`config.mk`:
```
export PLATFORM = sky130hd
export DESIGN_NAME = rgba_float_to_half_packer
export DESIGN_NICKNAME = d
export VERILOG_FILES = /design/src/rfhp_pkg.sv /design/src/rgba_float_to_half_packer.sv
export SDC_FILE = /design/constraint.sdc
export NUM_CORES = 2
export LEC_CHECK = 0
export BUFFER_PORTS_ARGS = -buffer_cell sky130_fd_sc_hd__buf_2
export CELL_PAD_IN_SITES_DETAIL_PLACEMENT = 2
export CELL_PAD_IN_SITES_GLOBAL_PLACEMENT = 2
export CORE_UTILIZATION = 38
export CTS_CLUSTER_SIZE = 24
export DETAILED_ROUTE_END_ITERATION = 6
export PLACE_DENSITY_LB_ADDON = 0.15
export SYNTH_ARGS = -nofsm -noshare
export SYNTH_HDL_FRONTEND = slang
export SYNTH_SLANG_ARGS = --single-unit
export TNS_END_PERCENT = 1
```
`constraint.sdc`:
```
create_clock -name i_clk -period 5.8 [get_ports i_clk]
set_input_delay 1.16 -clock i_clk [delete_from_list [all_inputs] [get_ports i_clk]]
set_output_delay 1.16 -clock i_clk [all_outputs]
set_load 0.01 [all_outputs]
```
`src/rfhp_pkg.sv`:
```
// ----------------------------------------------------------------------------
// RGBA float packer package
// Shared types, constants and the binary16 conversion function.
// ----------------------------------------------------------------------------
`default_nettype none

package rfhp_pkg;

    localparam int NUM_CH = 4;

    localparam logic [15:0] HALF_QNAN = 16'h7e00;
    localparam logic [15:0] HALF_INF  = 16'h7c00;
    localparam logic [31:0] ONE_BITS  = 32'h3f80_0000;

    typedef enum logic {
        FMT_HALF  = 1'b0,
        FMT_UNORM = 1'b1
    } t_fmt;

    typedef struct packed {
        logic        zero;
        logic        sat;
        logic [7:0]  expo;
        logic [31:0] prod;
        logic [15:0] half;
    } t_s1;

    typedef struct packed {
        logic        zero;
        logic        sat;
        logic [24:0] sig;
        logic [7:0]  shamt;
        logic [15:0] half;
    } t_s2;

    function automatic logic [15:0] f_to_half(input logic [31:0] b);
        logic [7:0]         e;
        logic [22:0]        m;
        logic signed [9:0]  h;
        logic [3:0]         sh;
        logic [23:0]        sig;
        logic [24:0]        sum;
        logic [15:0]        r;
        e   = b[30:23];
        m   = b[22:0];
        h   = $signed({2'b00, e}) - 10'sd112;
        sh  = 4'd0;
        sig = 24'd0;
        sum = 25'd0;
        if (e == 8'hff && m != 23'd0) begin
            r = HALF_QNAN;
        end else if (b[31]) begin
            r = 16'h0000;
        end else if (e == 8'hff) begin
            r = HALF_INF;
        end else if (h >= 10'sd31) begin
            r = HALF_INF;
        end else if (h < -10'sd10) begin
            r = 16'h0000;
        end else if (h <= 10'sd0) begin
            sh  = 4'(10'sd1 - h);
            sig = {1'b1, m} >> sh;
            sum = {1'b0, sig} + 25'h0001000;
            r   = 16'(sum >> 13);
        end else begin
            sum = {2'b00, m} + 25'h0001000;
            r   = {1'b0, h[4:0], 10'd0} + 16'(sum >> 13);
        end
        return r;
    endfunction

endpackage

`default_nettype wire

```
`src/rgba_float_to_half_packer.sv`:
```
// ----------------------------------------------------------------------------
// RGBA float to half packer
// Converts four binary32 channels per pixel to binary16 or to unorm8.
// ----------------------------------------------------------------------------
// Channel   Signals                              Transfer
// input     start, busy, i_*_bits                start high and busy low
// result    o_valid, o_*_out                     o_valid high, one cycle
// config    i_cfg_we, i_cfg_data                 i_cfg_we high
//
// One pixel per cycle; each result is registered through the stages listed below.
// Stages: decode and x255 product, single rounding, integer rounding, output.
// busy stays low; the receiver cannot stall, so nothing is held back.
// Reset clears the valid bits and the format register.
// ----------------------------------------------------------------------------
`default_nettype none

module rgba_float_to_half_packer
    import rfhp_pkg::*;
(
    input  wire logic        i_clk,
    input  wire logic        i_rst_n,
    input  wire logic        start,
    output logic             busy,
    input  wire logic [31:0] i_red_bits,
    input  wire logic [31:0] i_green_bits,
    input  wire logic [31:0] i_blue_bits,
    input  wire logic [31:0] i_alpha_bits,
    input  wire logic        i_cfg_we,
    input  wire logic        i_cfg_data,
    output logic             o_valid,
    output logic [15:0]      o_red_out,
    output logic [15:0]      o_green_out,
    output logic [15:0]      o_blue_out,
    output logic [15:0]      o_alpha_out
);

    t_fmt        r_fmt;
    logic        r_v1, r_v2, r_v3, r_vo;
    t_fmt        r_f1, r_f2, r_f3;
    logic [31:0] w_in [NUM_CH];
    t_s1         r_s1 [NUM_CH];
    t_s1         n_s1 [NUM_CH];
    t_s2         r_s2 [NUM_CH];
    t_s2         n_s2 [NUM_CH];
    logic [15:0] r_s3 [NUM_CH];
    logic [15:0] n_s3 [NUM_CH];
    logic [15:0] r_out [NUM_CH];

    assign busy = 1'b0;

    assign w_in[0] = i_red_bits;
    assign w_in[1] = i_green_bits;
    assign w_in[2] = i_blue_bits;
    assign w_in[3] = i_alpha_bits;

    always_ff @(posedge i_clk) begin
        if (!i_rst_n) begin
            r_fmt <= FMT_HALF;
        end else if (i_cfg_we) begin
            r_fmt <= t_fmt'(i_cfg_data);
        end
    end

    always_ff @(posedge i_clk) begin
        if (!i_rst_n) begin
            r_v1 <= 1'b0;
            r_v2 <= 1'b0;
            r_v3 <= 1'b0;
            r_vo <= 1'b0;
        end else begin
            r_v1 <= start && !busy;
            r_v2 <= r_v1;
            r_v3 <= r_v2;
            r_vo <= r_v3;
        end
    end

    always_ff @(posedge i_clk) begin
        r_f1 <= r_fmt;
        r_f2 <= r_f1;
        r_f3 <= r_f2;
    end

    for (genvar c = 0; c < NUM_CH; c++) begin : g_lane
        logic [23:0] w_sig;
        logic [23:0] w_r0;
        logic        w_g;
        logic        w_st;
        logic [26:0] w_sum;

        always_comb begin
            w_sig              = {1'b1, w_in[c][22:0]};
            n_s1[c].zero       = (w_in[c][30:0] > 31'h7f80_0000) || w_in[c][31]
                                 || (w_in[c][30:23] == 8'd0);
            n_s1[c].sat        = !w_in[c][31] && (w_in[c] >= ONE_BITS);
            n_s1[c].expo       = w_in[c][30:23];
            n_s1[c].prod       = {w_sig, 8'd0} - {8'd0, w_sig};
            n_s1[c].half       = f_to_half(w_in[c]);
        end

        always_comb begin
            if (r_s1[c].prod[31]) begin
                w_r0            = r_s1[c].prod[31:8];
                w_g             = r_s1[c].prod[7];
                w_st            = |r_s1[c].prod[6:0];
                n_s2[c].shamt   = 8'd142 - r_s1[c].expo;
            end else begin
                w_r0            = r_s1[c].prod[30:7];
                w_g             = r_s1[c].prod[6];
                w_st            = |r_s1[c].prod[5:0];
                n_s2[c].shamt   = 8'd143 - r_s1[c].expo;
            end
            n_s2[c].sig  = {1'b0, w_r0} + 25'(w_g && (w_st || w_r0[0]));
            n_s2[c].zero = r_s1[c].zero;
            n_s2[c].sat  = r_s1[c].sat;
            n_s2[c].half = r_s1[c].half;
        end

        always_comb begin
            w_sum = 27'd0;
            if (r_f2 == FMT_HALF) begin
                n_s3[c] = r_s2[c].half;
            end else if (r_s2[c].zero) begin
                n_s3[c] = 16'h0000;
            end else if (r_s2[c].sat) begin
                n_s3[c] = 16'h00ff;
            end else if (r_s2[c].shamt > 8'd25) begin
                n_s3[c] = 16'h0000;
            end else begin
                w_sum   = {2'b00, r_s2[c].sig}
                          + (27'd1 << (r_s2[c].shamt[4:0] - 5'd1));
                w_sum   = w_sum >> r_s2[c].shamt[4:0];
                n_s3[c] = {8'd0, w_sum[7:0]};
            end
        end

        always_ff @(posedge i_clk) begin
            r_s1[c]  <= n_s1[c];
            r_s2[c]  <= n_s2[c];
            r_s3[c]  <= n_s3[c];
            r_out[c] <= r_s3[c];
        end
    end

    assign o_valid     = r_vo;
    assign o_red_out   = r_out[0];
    assign o_green_out = r_out[1];
    assign o_blue_out  = r_out[2];
    assign o_alpha_out = r_out[3];

    logic r_fo;
    always_ff @(posedge i_clk) begin
        r_fo <= r_f3;
    end

    a_latency: assert property (@(posedge i_clk) disable iff (!i_rst_n)
        start |-> ##4 o_valid)
        else $error("result strobe missing four cycles after transfer");

    a_no_spurious: assert property (@(posedge i_clk) disable iff (!i_rst_n)
        !r_v1 && !r_v2 && !r_v3 |=> !o_valid)
        else $error("result strobe without a transfer in flight");

    a_unorm_byte: assert property (@(posedge i_clk) disable iff (!i_rst_n)
        o_valid && r_fo == FMT_UNORM |-> o_red_out[15:8] == 8'd0
            && o_green_out[15:8] == 8'd0 && o_blue_out[15:8] == 8'd0
            && o_alpha_out[15:8] == 8'd0)
        else $error("unorm8 result with high byte set");

endmodule

`default_nettype wire

```
**Word-level counts from Yosys, hierarchy flattened**

Memory sizes are Yosys's and may differ from the RTL's.
Index checks and enable logic that the tools add are counted.
W data, S select, Z words.

- Register bits: 7
- Memory bits (writable): 564
- Input port bits: 133
- Output and inout bits: 66
- Memories: 4

- Add/subtract/negate cells: 44
- Magnitude comparators: 24
- Eq/ne operators: 4
- Shift operators: 12
- Muxes and demuxes: 56
- Reductions and logical operators: 44

Memory list:

| name | words | width | read ports | clocked after memory_dff | write ports | RTL line | source |
|---|---|---|---|---|---|---|---|
| r_s1 | 4 | 58 | 4 | 0 | 4 | rgba_float_to_half_packer.sv:41 | `t_s1 r_s1 [NUM_CH];` |
| r_s2 | 4 | 51 | 4 | 0 | 4 | rgba_float_to_half_packer.sv:43 | `t_s2 r_s2 [NUM_CH];` |
| r_out | 4 | 16 | 4 | 0 | 4 | rgba_float_to_half_packer.sv:47 | `logic [15:0] r_out [NUM_CH];` |
| r_s3 | 4 | 16 | 4 | 0 | 4 | rgba_float_to_half_packer.sv:45 | `logic [15:0] r_s3 [NUM_CH];` |

Operators by type and width:

| operator | count |
|---|---|
| $mux W16 | 28 |
| $ge A32 B30 Y1 const B | 4 |
| $mux W8 | 16 |
| $sub A32 B24 Y32 | 4 |
| $gt A31 B31 Y1 const B | 4 |
| $add A25 B27 Y27 | 4 |
| $shl A1 B5 Y27 const A | 4 |
| $shr A27 B5 Y8 | 4 |
| $add A24 B1 Y25 | 4 |
| $add A24 B13 Y25 const B | 4 |
| $add A23 B13 Y24 const B | 4 |
| $mux W24 | 4 |
| $shr A24 B4 Y24 | 4 |
| $reduce_bool A23 Y1 | 4 |
| $add A15 B11 Y16 | 4 |
| $sub A8 B8 Y8 const A | 8 |
| $ge A9 B6 Y1 const B | 4 |
| $le A9 B1 Y1 const B | 4 |
| $lt A9 B5 Y1 const B | 4 |
| $sub A8 B7 Y9 const B | 4 |
| $eq A8 B8 Y1 const B | 4 |
| $gt A8 B5 Y1 const B | 4 |
| $logic_not A8 Y1 | 4 |
| $reduce_or A7 Y1 | 4 |
| 7 further kinds | 48 |

**Logic depth before layout (Yosys ltp)**

- Word-level depth: 10
- Gate-level depth with buffers: 18
- Depth with buffers taken out: 16

**Worst setup path after synthesis**

OpenSTA, ideal clock, no wires.

- Path type: register -> register
- Start point: memory r_s2[2][17] (netlist name)
- End point: memory r_s3[2][5]
- Setup time: 117 ps
- Arrival time: 4343 ps
- Slack: 1340 ps
- Stages on the path, launching flop included: 18
- Clock period less this slack: 4460 ps
- Path through: dfxtp_1 > clkbuf_1 > clkbuf_1 > buf_1 > clkbuf_1 > nand2_1 > nor2_1 > ha_1 > a211oi_1 > o21ai_0 > a41oi_1 > a211o_1 > a21oi_1 > or3_1 > a31oi_1 > nand2_1 > a211o_1 > a32o_1

RTL lines:

| element | RTL line |
|---|---|
| from (decl) | rgba_float_to_half_packer.sv:43 |
| to (decl) | rgba_float_to_half_packer.sv:45 |

==> summary.md <==
| Metric | Value |
|---|---|
| Status | completed |
| Number of remaining DRC errors | 0 |
| # nets final | around 5100 |
| Final setup viols | 0 |
| Total Wirelength | between 100 and 150 mm |
| Worst-margin pin slew | 0.9255 ns |
| Crit path max fanout | 20 |
| # placed instances | slightly below 6000 |
| CTS tree | yes |
| Asr flop ratio synth | 0% |
| Full die area | 100800 µm² |
| Syn avg cell area | around 8.1 µm² |
| Fillers | 11200 |
| Main combinational cell family by area after synthesis | simple AND/OR/NAND/NOR gates |
| CTS sink count | about 570 |
| Ys flop type | dfxtp_1 |
| Antenna violations before repair | 13 |
| Worst path bufs/invs | 1 |
| Distinct cells, synth | approximately 110 |
| Routed vias/inst | between 5 and 6 |
| Post-DP Area | roughly 40000 µm² |
| CP Launch Type | register |
| Routability congestion estimate | ~0.88 |
| CTS resizes | 0 |
| Area leader, netlist | dfxtp_1 |
| Vias in the first global route | between 30000 and 40000 |
| Remaining antenna violation count | 0 |
| Hold WC Path Type | reg -> reg |
| Post-synthesis mux area share | under 10% |
| Post-synthesis sequential area ratio | 30.23% |
| Complex-gate fraction of the synthesized area | between 20 and 25% |
| Max-Cap Viols | 0 |
| Die W | 317.4 µm |
| Core footprint | between 90000 and 100000 µm² |
| CTS Buf Count | 70 |
| Synthesized area | around 38000 µm² |
| Final hold slack | between 0.3 and 0.4 ns |
| Synth area leaders | dfxtp_1 (30%), ha_1 (7.1%), xnor2_1 (6.2%) |
| Skew final | between 0.02 and 0.025 ns |
| Post-DR wirelength/cell | about 22 µm |
| Max IR drop VDD | between 0.15 and 0.2 mV |
| WS Path Type | reg -> reg |
| CTS clk-pin slew, worst paths | about 0.06 ns |
| Post-route cell area | between 40000 and 50000 µm² |
| Unrepaired setup endpoints after global routing | false |
| Pins Over Slew Limit | 0 |
| Post-CTS Setup Bufs | 0 |
| Root Buffer | clkbuf_16 |
| Fmax | approximately 0.2 GHz |
| Worst skew pair latency | about 0.62 ns |
| Clock Tree Buf Depth | 3 |
| Starting DRT DRC Count | 1540 |
| Yosys warning count | 0 |
| Final hold vios | 0 |
| Met2 GRT Util | ~45% |
| Area Growth Syn to Fin | 11.70% |
| EDFF count, synth | 0 |
| Critical Path Sink Type | register |
| Cells after Synth | ~4700 |
| Worst path max stage delay | 0.80 ns |
| Syn nets | between 5000 and 6000 |
| Layer with the highest usage | met2 |
| Layout Cells excl Fill | roughly 6100 |
| Slew headroom | a little under two fifths |
| Pin count of the biggest net entering global routing | 56 |
| Share of the synthesized area in the top cell type | a little under a third |
| Adder-Cell Fraction of Synth Area | between 7 and 8% |
| # rows | about 120 |
| Fin crit share | 84.58% |
| H-Tree Depth | 3 |
| TNS Setup | 0 ns |
| HPWL after detailed placement | 104.6 mm |
| Register bit total from synthesis | approximately 570 |
| Gr ovfl total | 0 |
| Number of top-level pins | 199 |
| P_leak | ~17 nW |
| Fraction of layout cells with a size suffix above 1 | between 10% and 20% |
| IO buf count | 197 |
| Via Count | about 35000 |
| Cell Chain, Critical Path | inv_1 -> nand2_1 -> nor2_1 -> ha_1 -> fa_1 -> a211oi_1 -> nor2_1 -> o2111ai_2 -> a21bo_2 -> xor2_1 -> mux2i_1 -> o221a_1 -> a221oi_1 -> a41oi_1 -> or3_1 |
| Pwr per Cell Area | approximately 300 nW/µm² |
| Hold_buf cts | 0 |
| Post-Synth Simple-Gate Area | between 20% and 30% |
| Data required time of the worst path | 6.29 ns |
| First-pass GRT wire length | approximately 210 mm |
| Top delay family on crit path | compound AO/OA/AOI/OAI gates |
| Die Ht | around 320 µm |
| Min cycle time layout | roughly 4.9 ns |
| Met1 GRT Util | 34.05% |
| DRT Pass-1 Iters | 5 |
| Most common cell on crit path | nor2_1 |
| XOR/XNOR Fraction of Synth Area | about a tenth |
| Final total power | 0.01261 W |
| Starting density of the core | between 30% and 40% |
| Worst path slowest cell | dfxtp_1 |
| Crit path DAT | about 5.4 ns |
| Met3 Usage GRT | around 3.6% |
| GRT Total Usage | between 20% and 30% |
-- final cells by class --
cell class / instances / area [µm²] / share of cell area [%]
diodes: 6 / 15.01 / 0.03555
clock buffers: 96 / 2041 / 4.832
clock inverters: 32 / 390.4 / 0.9243
inverters: 179 / 671.9 / 1.591
multi-input cells: 3681 / 24790 / 58.70
flip-flops and latches: 571 / 11440 / 27.08
well taps: 1287 / 1610 / 3.813
repair buffers: 236 / 1279 / 3.028
-- final timing paths --
check	start	end	slack (ns)	depth (start not counted)
max	r_s2[3][20]$_DFF_P_	r_s3[3][7]$_DFF_P_	0.89	15
min	r_s1[0][0]$_SDFF_PP0_	r_s2[0][0]$_DFF_P_	0.32	0
max reg2reg	r_s2[3][20]$_DFF_P_	r_s3[3][7]$_DFF_P_	0.89	15
min reg2reg	r_s1[0][0]$_SDFF_PP0_	r_s2[0][0]$_DFF_P_	0.32	0
-- sequential cells by signal, summed over array words and instances, names as in the netlist, 64 cells and up --
signal	cells
r_s1	232
r_s3	64
r_s2	204
r_out	64
-- per-layer routing --
layer | wire length [µm] | up-vias | part of all wire [%]
met1 | 62100 | 17340 | 46
met5 | 54 | - | 0.040
met2 | 65020 | 569 | 48
met3 | 5061 | 172 | 3.7
met4 | 2756 | 10 | 2.0
li1 | - | 16930 | -
-- cells in the mapped netlist, drive strengths merged (12+ instances only) --
cell type	instances
a211oi	78
o22ai	31
or4	15
a22oi	15
nor3b	15
o21a	57
a21oi	315
nand4	89
ha	216
a221oi	17
nor3	113
o2111ai	14
o21bai	17
nand2b	38
xor2	158
inv	175
a2111oi	12
nand3b	14
a21boi	19
nor2	496
nand3	120
buf	59
xnor2	268
or2	16
a21o	61
dfxtp	571
and3	56
or3	30
a211o	18
a311oi	12
mux2	47
o211ai	36
mux4	31
and4	14
nand2	438
and2	45
o21ai	220
nor4	51
mux2i	136
a32oi	13
o31ai	20
a31oi	68
nor2b	87
clkbuf	172
-- report_power, final --
group | total, W | switching (W) | leakage, nW | internal (W)
combinational | 0.00342 | 0.00213 | 11.6 | 0.00128
clock | 0.00451 | 0.00179 | 1.18 | 0.00272
sequential | 0.00468 | 0.000344 | 4.75 | 0.00434
total | 0.0126 | 0.00427 | 17.5 | 0.00834
-- placed cells by master, fill, tap and decap left out, drive strengths merged, types with 36 or more instances in the layout --
cell type,synthesis,layout
mux2i,136,136
o21ai,220,220
xor2,158,158
nor3,113,113
a21o,61,61
dfxtp,571,571
nand2b,38,38
inv,175,180
nand2,438,438
and3,56,56
o21a,57,57
clkbuf,172,96
o211ai,36,36
nand3,120,120
mux2,47,47
nor2,496,496
buf,59,236
and2,45,45
a21oi,315,315
a31oi,68,68
nor4,51,51
nand4,89,89
ha,216,216
a211oi,78,78
nor2b,87,87
xnor2,268,268
-- cell families after synthesis --
kind of cell | count (synthesis)
AND/OR/NAND/NOR | 1665
AO/OA/AOI/OAI | 1154
flip-flops | 571
XOR/XNOR | 426
buffers and inverters | 410
adder cells (fa/ha/maj) | 221
multiplexers | 214
other | 1
-- per-stage QoR --
step / utilization (%) / setup WS (ns)
after global placement: 40.43 / 1.017
after global routing: 42.90 / 0.5897
after detailed placement: 40.43 / 0.8652
final: 42.91 / 0.8946
after floorplan: - / 1.340
after CTS: 42.90 / 0.9785
(Power assumes the default switching activity.)
